==> config.mk <==
export PLATFORM = sky130hd
export DESIGN_NAME = bounded_deque_with_index_reverse_top
export DESIGN_NICKNAME = d
export VERILOG_FILES = /design/src/rtl/bdq_pkg.sv /design/src/rtl/bdq_ctrl.sv /design/src/rtl/bdq_dpath.sv /design/src/rtl/bounded_deque_with_index_reverse_top.sv
export SDC_FILE = /design/constraint.sdc
export NUM_CORES = 1
export LEC_CHECK = 0
export ABC_AREA = 0
export BUFFER_PORTS_ARGS = -buffer_cell sky130_fd_sc_hd__buf_2
export CAP_MARGIN = 20
export CORE_MARGIN = 3
export CORE_UTILIZATION = 35
export CTS_CLUSTER_SIZE = 14
export DETAILED_ROUTE_END_ITERATION = 8
export PLACE_DENSITY_LB_ADDON = 0.08
export SLEW_MARGIN = 20
export SYNTH_ARGS = -nofsm -noshare
export SYNTH_HDL_FRONTEND = slang
export SYNTH_HIERARCHICAL = 1
export SYNTH_SLANG_ARGS = --single-unit
==> constraint.sdc <==
create_clock -name clk -period 4.1 [get_ports clk]
set_input_delay 0.82 -clock clk [delete_from_list [all_inputs] [get_ports clk]]
set_output_delay 0.82 -clock clk [all_outputs]
set_load 0.02 [all_outputs]
==> src/rtl/bdq_pkg.sv <==
// Shared types, constants and helpers for the bounded deque block.
package bdq_pkg;

  // Storage geometry
  localparam int DEPTH      = 16;
  localparam int VALUE_BITS = 32;
  localparam int PTR_W      = (DEPTH > 1) ? $clog2(DEPTH) : 1;
  localparam int CNT_W      = $clog2(DEPTH + 1);
  localparam int SUM_W      = PTR_W + 1;

  // Port field widths
  localparam int CMD_W = 3;
  localparam int VAL_W = 32;
  localparam int POS_W = 5;
  localparam int ST_W  = 3;
  localparam int LEN_W = 5;
  localparam int CMP_W = (CNT_W > POS_W) ? CNT_W : POS_W;

  typedef enum logic [CMD_W-1:0] {
    CMD_PUSH_BACK  = 3'd0,
    CMD_POP_BACK   = 3'd1,
    CMD_PUSH_FRONT = 3'd2,
    CMD_POP_FRONT  = 3'd3,
    CMD_READ_POS   = 3'd4,
    CMD_REVERSE    = 3'd5
  } cmd_e;

  typedef enum logic [ST_W-1:0] {
    ST_OK     = 3'd0,
    ST_EMPTY  = 3'd1,
    ST_FULL   = 3'd2,
    ST_BADPOS = 3'd3,
    ST_ZERO   = 3'd4
  } status_e;

  typedef enum logic [1:0] {
    S_IDLE,
    S_EXEC,
    S_RESP
  } state_t;

  typedef struct packed {
    logic [CMD_W-1:0] command;
    logic [VAL_W-1:0] item_value;
    logic [POS_W-1:0] position;
  } in_word_t;

  typedef struct packed {
    logic [ST_W-1:0]  status;
    logic [VAL_W-1:0] result_value;
    logic [LEN_W-1:0] length;
  } out_word_t;

  // Controller -> datapath
  typedef struct packed {
    logic capture;
    logic execute;
    logic load_out;
  } dp_cmd_t;

  // Datapath -> controller
  typedef struct packed {
    logic out_free;
  } dp_sts_t;

  // (base + off) mod DEPTH, both operands below DEPTH
  function automatic logic [PTR_W-1:0] slot_wrap(input logic [PTR_W-1:0] base,
                                                 input logic [PTR_W-1:0] off);
    logic [SUM_W-1:0] sum;
    sum = {1'b0, base} + {1'b0, off};
    if (sum >= SUM_W'(DEPTH)) begin
      sum = sum - SUM_W'(DEPTH);
    end
    return sum[PTR_W-1:0];
  endfunction

endpackage

==> src/rtl/bdq_ctrl.sv <==
// Sequencing state machine for the bounded deque: accept, execute, respond.
module bdq_ctrl import bdq_pkg::*; (
  input  logic    clk,
  input  logic    rst_n,
  input  logic    in_valid,
  output logic    in_stall,
  input  dp_sts_t sts,
  output dp_cmd_t cmd
);

  state_t state_r, state_nxt;

  always_ff @(posedge clk) begin
    if (!rst_n) begin
      state_r <= S_IDLE;
    end else begin
      state_r <= state_nxt;
    end
  end

  always_comb begin
    state_nxt = state_r;
    unique case (state_r)
      S_IDLE: begin
        if (in_valid) state_nxt = S_EXEC;
      end
      S_EXEC: state_nxt = S_RESP;
      S_RESP: begin
        if (sts.out_free) state_nxt = S_IDLE;
      end
      default: state_nxt = S_IDLE;
    endcase
  end

  always_comb begin
    in_stall     = 1'b1;
    cmd.capture  = 1'b0;
    cmd.execute  = 1'b0;
    cmd.load_out = 1'b0;
    unique case (state_r)
      S_IDLE: begin
        in_stall    = 1'b0;
        cmd.capture = in_valid;
      end
      S_EXEC: cmd.execute = 1'b1;
      S_RESP: cmd.load_out = sts.out_free;
      default: ;
    endcase
  end

endmodule

==> src/rtl/bdq_dpath.sv <==
// Deque datapath: ring store, front pointer, count, orientation, output word.
module bdq_dpath import bdq_pkg::*; (
  input  logic      clk,
  input  logic      rst_n,
  input  in_word_t  in_data,
  input  dp_cmd_t   cmd,
  output dp_sts_t   sts,
  output logic      out_valid,
  input  logic      out_stall,
  output out_word_t out_data
);

  // captured input word
  logic [CMD_W-1:0]      cmd_r;
  logic [VALUE_BITS-1:0] val_r;
  logic [POS_W-1:0]      pos_r;

  // deque state
  logic [PTR_W-1:0] front_r, front_nxt;
  logic [CNT_W-1:0] count_r, count_nxt;
  logic             rev_r, rev_nxt;

  // pending result
  logic [ST_W-1:0]       status_r, status_nxt;
  logic                  has_val_r, has_val_nxt;
  logic [VALUE_BITS-1:0] rd_data_r;

  // output register
  logic      out_valid_r;
  out_word_t out_word_r;

  logic [VALUE_BITS-1:0] mem [DEPTH];

  logic             wr_en;
  logic [PTR_W-1:0] wr_addr, rd_addr, rd_off;
  logic [PTR_W-1:0] front_dec, front_inc, cnt_lo, cnt_m1, pos_m1;
  logic [CMP_W-1:0] pos_ext, cnt_ext;
  logic             at_back, phys_end;

  always_ff @(posedge clk) begin
    if (cmd.capture) begin
      cmd_r <= in_data.command;
      val_r <= VALUE_BITS'(in_data.item_value);
      pos_r <= in_data.position;
    end
  end

  assign front_dec = (front_r == '0) ? PTR_W'(DEPTH - 1) : front_r - PTR_W'(1);
  assign front_inc = (front_r == PTR_W'(DEPTH - 1)) ? '0 : front_r + PTR_W'(1);
  assign cnt_lo    = count_r[PTR_W-1:0];
  assign cnt_m1    = PTR_W'(count_r - CNT_W'(1));
  assign pos_m1    = PTR_W'(pos_r - POS_W'(1));
  assign pos_ext   = CMP_W'(pos_r);
  assign cnt_ext   = CMP_W'(count_r);

  always_comb begin
    front_nxt   = front_r;
    count_nxt   = count_r;
    rev_nxt     = rev_r;
    status_nxt  = ST_OK;
    has_val_nxt = 1'b0;
    wr_en       = 1'b0;
    rd_off      = '0;
    at_back     = (cmd_r == CMD_PUSH_BACK) || (cmd_r == CMD_POP_BACK);
    phys_end    = at_back != rev_r;
    unique case (cmd_r)
      CMD_PUSH_BACK, CMD_PUSH_FRONT: begin
        if (val_r == '0) begin
          status_nxt = ST_ZERO;
        end else if (count_r == CNT_W'(DEPTH)) begin
          status_nxt = ST_FULL;
        end else begin
          wr_en     = 1'b1;
          count_nxt = count_r + CNT_W'(1);
          if (!phys_end) front_nxt = front_dec;
        end
      end
      CMD_POP_BACK, CMD_POP_FRONT: begin
        if (count_r == '0) begin
          status_nxt = ST_EMPTY;
        end else begin
          has_val_nxt = 1'b1;
          count_nxt   = count_r - CNT_W'(1);
          if (phys_end) begin
            rd_off = cnt_m1;
          end else begin
            rd_off    = '0;
            front_nxt = front_inc;
          end
        end
      end
      CMD_READ_POS: begin
        if (pos_r == '0 || pos_ext > cnt_ext) begin
          status_nxt = ST_BADPOS;
        end else begin
          has_val_nxt = 1'b1;
          rd_off      = rev_r ? (cnt_m1 - pos_m1) : pos_m1;
        end
      end
      CMD_REVERSE: rev_nxt = !rev_r;
      default: ;
    endcase
  end

  assign rd_addr = slot_wrap(front_r, rd_off);
  assign wr_addr = phys_end ? slot_wrap(front_r, cnt_lo) : front_dec;

  always_ff @(posedge clk) begin
    if (cmd.execute && wr_en) begin
      mem[wr_addr] <= val_r;
    end
    if (cmd.execute) begin
      rd_data_r <= mem[rd_addr];
    end
  end

  always_ff @(posedge clk) begin
    if (!rst_n) begin
      front_r <= '0;
      count_r <= '0;
      rev_r   <= 1'b0;
    end else if (cmd.execute) begin
      front_r <= front_nxt;
      count_r <= count_nxt;
      rev_r   <= rev_nxt;
    end
  end

  always_ff @(posedge clk) begin
    if (cmd.execute) begin
      status_r  <= status_nxt;
      has_val_r <= has_val_nxt;
    end
  end

  assign sts.out_free = !out_valid_r || !out_stall;

  always_ff @(posedge clk) begin
    if (!rst_n) begin
      out_valid_r <= 1'b0;
    end else if (cmd.load_out) begin
      out_valid_r <= 1'b1;
    end else if (!out_stall) begin
      out_valid_r <= 1'b0;
    end
  end

  always_ff @(posedge clk) begin
    if (cmd.load_out) begin
      out_word_r.status       <= status_r;
      out_word_r.result_value <= has_val_r ? VAL_W'(rd_data_r) : '0;
      out_word_r.length       <= LEN_W'(count_r);
    end
  end

  assign out_valid = out_valid_r;
  assign out_data  = out_word_r;

endmodule

==> src/rtl/bounded_deque_with_index_reverse_top.sv <==
// Top level of the bounded deque: controller plus datapath, with checks.
//
//  channel | direction | handshake          | word
//  --------+-----------+--------------------+----------------------------------------
//  in_     | input     | in_valid/in_stall  | command, item_value, position
//  out_    | output    | out_valid/out_stall| status, result_value, length
//
// Each command passes through an accept step that takes the word, an execute
// step that runs the op against the ring store (pointer update, store write,
// registered store read), and a respond step that loads the output register
// once the result side is free.
// Reset (rst_n low, synchronous) empties the deque and clears orientation;
// store contents are left as they are and are never read before written.
// A stalled result holds in the output register; a new word is still taken
// while it waits, and that word's result waits in the respond step.
module bounded_deque_with_index_reverse_top import bdq_pkg::*; (
  input  logic      clk,
  input  logic      rst_n,
  input  logic      in_valid,
  output logic      in_stall,
  input  in_word_t  in_data,
  output logic      out_valid,
  input  logic      out_stall,
  output out_word_t out_data
);

  dp_cmd_t dp_cmd;
  dp_sts_t dp_sts;

  bdq_ctrl u_ctrl (
    .clk      (clk),
    .rst_n    (rst_n),
    .in_valid (in_valid),
    .in_stall (in_stall),
    .sts      (dp_sts),
    .cmd      (dp_cmd)
  );

  bdq_dpath u_dpath (
    .clk       (clk),
    .rst_n     (rst_n),
    .in_data   (in_data),
    .cmd       (dp_cmd),
    .sts       (dp_sts),
    .out_valid (out_valid),
    .out_stall (out_stall),
    .out_data  (out_data)
  );

  // one word in flight: after acceptance the input side stalls
  a_busy_after_accept: assert property (@(posedge clk) disable iff (!rst_n)
    in_valid && !in_stall |=> in_stall)
    else $error("input accepted while a word was in flight");

  // length never exceeds the store depth
  a_len_bound: assert property (@(posedge clk) disable iff (!rst_n)
    out_valid |-> out_data.length <= LEN_W'(DEPTH))
    else $error("reported length above depth");

  // failed commands return no handle
  a_fail_zero: assert property (@(posedge clk) disable iff (!rst_n)
    out_valid && out_data.status != ST_OK |-> out_data.result_value == '0)
    else $error("nonzero value on failed command");

  // empty status only when nothing is held
  a_empty_len: assert property (@(posedge clk) disable iff (!rst_n)
    out_valid && out_data.status == ST_EMPTY |-> out_data.length == '0)
    else $error("empty status with entries held");

endmodule

==> impl_metrics.csv, run 1 <==
group,metric,value,unit
status,status,"finished clean",
flow_run,max_cap_viol_count,0,
placement,placed_cells,2201,
drt,vias_per_cell,5.009,
global_route,grt_max_degree,42,
cts,path_clk_slew,60,ps
logic_synthesis,syn-num-nets,1230,
timing,post-route-period-util,93.96,%
timing,skew,28.03,ps
timing,relSlewSlack,39.99,%
drt,drtIter0Drc,876,
critical_path,path_max_fanout,41,
min_path,hold_end,"u_dpath/val_r[28]",
die,die_area,74340,um2
timing,worstMarginPinSlew,900.1,ps
finish,finish.instance_area,29580,um2
timing,setup_violations,0,
drt,routedWlPerCell,25.68,um
die,die_x,272.6,um
drt,drt_pre_antenna_iters,5,
placement,gp_congestion,0.7502,
logic_synthesis,synth_edf_count,628,
critical_path,critical_path_class,"register to register",
critical_path,crit_path_end_kind,"register",
global_route,gr-total-overflow,0,
critical_path,path_buf_inv,1,
drt,drc_errors,0,
placement,hpwl,31.70,mm
drt,ant_nets,0,
critical_path,cp.arrival,4190,ps
power_and_ir_drop,ir_worst_vdd,0.2580,mV
logic_synthesis,synth_area_leaders,"edfxtp_1 76%, mux4_2 12%, mux2i_1 4.0%, ha_1 1.1%, dfxtp_1 1.0%",
critical_path,worstPathRequired,4440,ps
critical_path,cpPeakStageDelay,870,ps
die,fp.dieH,272.6,um
cts,cts_buffer_depth,3,
global_route,antenna_found_initial,2,
logic_synthesis,synth_ff_type,"edfxtp_1",
global_route,grt_pass1_vias,12486,
critical_path,cp_top_family,"adder cells",
logic_synthesis,synth_seq_area_share,76.83,%
critical_path,rrSetupSlack,250,ps
global_route,grt_util_all_layers,16.41,%
placement,placement.io_buffers,85,
die,num_rows,97,
cts,cts_root_buf,"clkbuf_16",
min_path,hp-class,"input port to register",
power_and_ir_drop,p_leak,0.009725,uW
logic_synthesis,yosys.area.top_type,"edfxtp_1",
critical_path,slowest_stage,"fa_4",
finish,antenna_cells,0,
logic_synthesis,synthCells,1162,
logic_synthesis,synth-seq-cells,641,
critical_path,path_cells,"ha_1 -> nand4_1 -> o21ai_0 -> o22ai_1 -> nand2_2 -> o22ai_1 -> ha_4 -> fa_4 -> buf_16 -> mux4_2 -> mux2i_1 -> mux2i_1",
critical_path,cp-start-kind,"register",
cts,clk_latency,610,ps
finish,final_layout_size_suffix_gt1_share,29.28,%
timing,final_max_slew_viol_count,0,
min_path,min_path_cells,1,
die,core_area,70270,um2
logic_synthesis,yosysWarnings,6,
logic_synthesis,syn_area_per_cell,21.42,um2
placement,placed_cell_area,27190,um2
power_and_ir_drop,power.density,485.3,nW/um2
drt,routed_wl,60.00,mm
cts,cts_hold_buf,0,
timing,max_freq,259.6,MHz
power_and_ir_drop,power.total,14350,uW
timing,finalHoldViolations,0,
critical_path,r2r_cells,12,
timing,period_minus_slack,3852,ps
global_route,grt_pass1_wl,87.80,mm
critical_path,reg2reg_from,"u_dpath/pos_ext[2]",
timing,rsz0062_at_grt,"yes",
finish,final_nets,1409,
critical_path,timing.rr.end,"u_dpath/rd_data_r[19]",
finish,fin_cells,2337,
cts,cts.sinks,641,
cts,cts_buffers,73,
logic_synthesis,synth_area,24890,um2
logic_synthesis,synth_top_cell_area_share,75.78,%
logic_synthesis,async_flop_share,0,%
finish,syn2layout_area_growth,18.85,%
drt,vias,11706,
min_path,min_from,"in_data[33]",
cts,tritoncts,"yes",
logic_synthesis,ys_types,50,
die,ios,86,
cts,cts_max_level,3,
die,initial_core_util,35.41,%
what timing repair did:
item / CTS / global route
resized for setup: 0 / 5
buffers inserted: 0 / 5
setup endpoints to repair: 0 / 26
area by class of cell:
type | instances | area, um2
Fill cell | 6159 | 40700
Sequential cell | 641 | 19120
Multi-Input combinational cell | 458 | 5658
Clock buffer | 88 | 1914
Timing Repair Buffer | 152 | 1252
Tap cell | 940 | 1176
Clock inverter | 43 | 400.4
Inverter | 15 | 56.30
worst max-delay path by stage:
stage / startpoint / end / depth (start not counted)
4_1_cts: u_dpath/cnt_ext[1] / u_dpath/rd_data_r[4] / 15
2_1_floorplan: u_dpath/cnt_ext[2] / u_dpath/rd_data_r[11] / 14
3_5_place_dp: u_dpath/pos_ext[1] / u_dpath/rd_data_r[4] / 14
5_1_grt: u_dpath/pos_ext[0] / u_dpath/rd_data_r[8] / 13
6_report: u_dpath/pos_ext[2] / u_dpath/rd_data_r[19] / 12
3_3_place_gp: u_dpath/pos_ext[1] / u_dpath/rd_data_r[31] / 14
per-stage QoR:
step	TNS [ps]	setup slack (ps)	hold WS [ps]	utilization, %
after CTS	0	107.4	335.5	41.98
after global placement	0	121.0	406.6	38.69
after floorplan	0	481.8	400.3	-
final	0	247.8	383.9	42.09
after detailed placement	0	146.0	406.3	38.69
after global routing	-4.801	-4.801	346.9	42.09
Yosys cell counts, types with 5 or more instances:
master    count
nand2_1      24
xnor2_1      11
nor2_1       26
ha_1         21
dfxtp_1      13
nand2b_1      5
mux2i_1      99
mux4_2      128
o21ai_0      13
edfxtp_1    628
buf_2        13
nand3_1       7
xor2_1        5
and2_1       39
nor4_1        9
a21oi_1      17
inv_1        14
nand4_1       7
clkbuf_1     28
routing by layer:
metal | part of all wire, % | global-route usage (%) | wire length (um) | vias to the layer above
li1 | - | - | - | 5137
met1 | 47 | 23.64 | 28280 | 6244
met2 | 47 | 26.06 | 28220 | 249
met3 | 4.3 | 2.774 | 2571 | 76
met4 | 1.6 | 4.123 | 931 | 0
met5 | 0 | 0 | 0 | -
cell families (layout without fill, tap and decap cells):
logic type	after synthesis	count (layout)	synth area share [%]
DFF	641	641	76.83
and+or+nand+nor	136	136	2.971
buffers and inverters	63	298	1.202
xor gates and xnor gates	19	19	0.7592
muxes	228	228	15.61
AOI/OAI and AO/OA	51	51	1.332
adders and majority gates	24	24	1.297
sequential cells by signal, indices dropped and copies added (netlist names):
signal,flops
u_dpath/mem,512
u_dpath/val_r,32
u_dpath/cnt_ext,5
u_dpath/front_r,4
u_dpath/rd_data_r,32
u_dpath/out_data,40
u_dpath/out_valid,1
u_dpath/rev_r,1
u_ctrl/state_r,2
u_dpath/cmd_r,3
u_dpath/status_r,3
u_dpath/pos_ext,5
u_dpath/has_val_r,1
placed cells by master, fill, tap and decap left out, types with 9 or more instances in the layout:
master,instances
o21ai_0,13
xnor2_1,11
nor2_1,10
mux2i_1,98
and2_1,39
clkbuf_16,74
edfxtp_1,628
buf_12,24
ha_1,20
buf_4,41
inv_1,14
nor2_4,16
a21oi_1,17
clkbuf_1,13
buf_2,85
nand2_1,23
mux4_2,128
dfxtp_1,13
clkinv_1,24
nor4_1,9
power breakdown:
| part | internal [uW] | switching (uW) | total (uW) |
|---|---|---|---|
| Sequential | 7300 | 99.6 | 7400 |
| Combinational | 305 | 376 | 681 |
| Clock | 3710 | 2550 | 6270 |
Power figures use the tool's default switching activity.
==> run 2, diff against run 1 <==
Settings changed: PLACE_DENSITY_LB_ADDON 0.08 to 0.1, SYNTH_HIERARCHICAL 1 to default.
==> run 2 against run 1 <==
  * Count of clock-buffer cells in the layout up 3
  * Via count is 0.47% lower
  * Non-clock buffer count decreased by 2
  * Synthesized cell count down 0.43%
  * Cell count decreased by 0.56%
  * Sequential share of layout area increased by 0.44 points
  * Worst setup slack better by 6.5 ps
  * Combinational power increased by 4.7%
  * Register-to-register slack about the same
  * Sequential cell count is the same
  * Critical endpoint is now u_dpath.rd_data_r[16]
==> impl_metrics.csv, run 2 <==
group,metric,value,unit
timing,timing.final.ws_setup,254.3,ps
die,initial_core_util,35.40,%
logic_synthesis,synth_area,24880,um2
finish,regMostFlops,"u_dpath.mem",
timing,hold_ws,391.2,ps
cts,path_clk_slew,60,ps
logic_synthesis,yosysWarnings,0,
logic_synthesis,ys_types,54,
drt,ant_nets,0,
timing,final_max_slew_viol_count,0,
power_and_ir_drop,power.density,478.4,nW/um2
global_route,grt_pass1_wl,88.13,mm
power_and_ir_drop,internal_power,11060,uW
die,fp.dieH,272.6,um
finish,syn2layout_area_growth,18.09,%
critical_path,crit_path_end_kind,"register",
power_and_ir_drop,p_leak,0.009673,uW
placement,placed_cells,2199,
logic_synthesis,syn-num-nets,1224,
placement,post-place-ws,61.36,ps
logic_synthesis,synth_ff_type,"edfxtp_1",
logic_synthesis,yosysMostFrequentCell,"edfxtp_1",
global_route,grt_pass1_vias,12428,
timing,period_minus_slack,3846,ps
timing,setup_tns,0,ps
drt,vias_per_cell,5.013,
critical_path,cp-start-kind,"register",
die,num_rows,97,
power_and_ir_drop,p_switching,2996,uW
drt,routed_wl,59.99,mm
cts,cts_buffers,71,
finish,final_cell_mix,"628 x edfxtp_1, 128 x mux4_2, 101 x mux2i_1",
logic_synthesis,synth_area_leaders,"edfxtp_1 76%, mux4_2 12%, mux2i_1 4.1%, dfxtp_1 1.0%, ha_1 1.0%",
placement,gp_congestion,0.7380,
die,ios,86,
timing,setup_violations,0,
timing,relSlewSlack,32.49,%
cts,cts.sinks,641,
logic_synthesis,synth_top_cell_area_share,75.81,%
global_route,grt_util_all_layers,16.46,%
timing,skew,27.10,ps
logic_synthesis,yosys.area.top_type,"edfxtp_1",
drt,drc_errors,0,
drt,drtIter0Drc,834,
logic_synthesis,synth-seq-cells,641,
timing,worstMarginPinSlew,1010,ps
flow_run,max_cap_viol_count,0,
logic_synthesis,ys_top_cells_by_count,"628 x edfxtp_1, 128 x mux4_2, 101 x mux2i_1",
cts,cts_max_level,3,
finish,fin_cells,2324,
power_and_ir_drop,pwr-share-comb,5.1,%
cts,clk_latency,610,ps
finish,fillers,6177,
critical_path,cp.arrival,4180,ps
power_and_ir_drop,ir_worst_vdd,0.2730,mV
finish,final_layout_size_suffix_gt1_share,28.76,%
drt,routedWlPerCell,25.81,um
power_and_ir_drop,sw_frac_of_total,21.32,%
timing,rsz0062_at_grt,"no",
power_and_ir_drop,power.total,14050,uW
placement,placement.io_buffers,85,
cts,cts_buffer_depth,3,
critical_path,worstPathRequired,4430,ps
cts,cts_root_buf,"clkbuf_16",
finish,final_nets,1401,
timing,finalHoldViolations,0,
placement,hpwl,32.06,mm
drt,vias,11651,
critical_path,critical_path_class,"register to register",
logic_synthesis,synth_edf_count,628,
logic_synthesis,synth_seq_area_share,76.86,%
logic_synthesis,async_flop_share,0,%
global_route,gr-total-overflow,0,
finish,largest_reg_flops,512,
drt,drt_pre_antenna_iters,4,
power_and_ir_drop,seqPwrFrac,52.6,%
critical_path,path_max_fanout,34,
finish,mostFrequentLayoutCell,"edfxtp_1",
min_path,hp-class,"input port to register",
timing,max_freq,260.0,MHz
die,core_area,70270,um2
cts,tritoncts,"yes",
die,die_area,74310,um2
die,die_x,272.6,um
power_and_ir_drop,clkPwrFrac,42.3,%
status,status,"finished clean",
finish,antenna_cells,0,
global_route,grt_max_degree,51,
logic_synthesis,syn_area_per_cell,21.50,um2
finish,top_regs,"u_dpath.mem: 512 flops, u_dpath.out_data: 40 flops",
logic_synthesis,synthCells,1157,
timing,post-route-period-util,93.80,%
global_route,antenna_found_initial,1,
[run 2: cell count changes in the layout (fill, tap and decap cells not counted), sizes merged, moves of 3 or more]
cell	previous run	this run
inv	17	22
o21a	4	0
clkbuf	88	91
a21oi	17	11
a21boi	2	5
a211oi	0	3
clkinv	33	26
nand2	24	16
a211o	0	3
bufinv	6	3
[run 2: repair_timing]
item                                    CTS  global route
endpoints found under the setup margin    0            32
hold buffers                              0             0
gates resized for setup                   0             3
setup buffers                             0             2
[run 2: final timing paths]
| check | slack (ps) | cells after the start | startpoint | to |
|---|---|---|---|---|
| setup / recovery | 250 | 13 | u_dpath.pos_ext[1] | u_dpath.rd_data_r[16] |
| hold / removal | 390 | 1 | in_data[28] | u_dpath.val_r[23] |
| setup reg to reg | 250 | 13 | u_dpath.pos_ext[1] | u_dpath.rd_data_r[16] |
| hold reg to reg | 420 | 0 | u_dpath.status_r[2] | u_dpath.out_data[39] |
[run 2: logic make-up after synthesis]
family,Yosys count,synth area share (%)
xor gates and xnor gates,18,0.7394
muxes,231,15.74
buffers and inverters,65,1.197
and+or+nand+nor,124,2.706
AOI/OAI and AO/OA,55,1.509
DFF,641,76.86
adders and majority gates,23,1.247
[run 2: cell type report]
cell class	instances	area (um2)	area share, %
flip-flops and latches	641	19120	65.08
multi-input cells	451	5643	19.21
clock buffers	91	1893	6.444
repair buffers	150	1239	4.217
well taps	940	1176	4.004
clock inverters	32	235.2	0.8008
inverters	19	71.32	0.2428
[run 2: metal layers]
layer	global-route usage [%]	routed length (um)	vias to the layer above	share of wire, %
met2	26.52	28670	195	48
li1	-	-	5139	-
met3	2.924	2075	78	3.5
met5	0	0	-	0
met4	4.194	1256	0	2.1
met1	23.26	27990	6239	47
[run 2: stage by stage]
stage | util [%] | instance area [um2]
floorplan | - | 24880
global placement | 38.69 | 27190
detailed placement | 38.69 | 27190
CTS | 41.72 | 29320
global route | 41.80 | 29380
finish | 41.80 | 29380
[run 2: power by group through the flow]
| stage | sequential (uW) | combinational [uW] | clock (uW) |
|---|---|---|---|
| 2_1_floorplan | 7520 | 439 | 0 |
| 3_3_place_gp | 7530 | 721 | 0 |
| 3_5_place_dp | 7530 | 724 | 0 |
| 4_1_cts | 7400 | 726 | 6130 |
| 5_1_grt | 7400 | 781 | 6400 |
| 6_report | 7390 | 713 | 5950 |
[run 2: worst max-delay path, stage by stage, from the launching register on]
cell and delay, ps:
edfxtp_1 390, inv_1 80, ha_1 290, inv_1 60, fa_1 500, nand2_1 50
o21ai_0 110, o22ai_1 150, fa_4 870, buf_12 260, buf_4 200, mux4_2 290
mux2i_1 210, mux2i_1 100
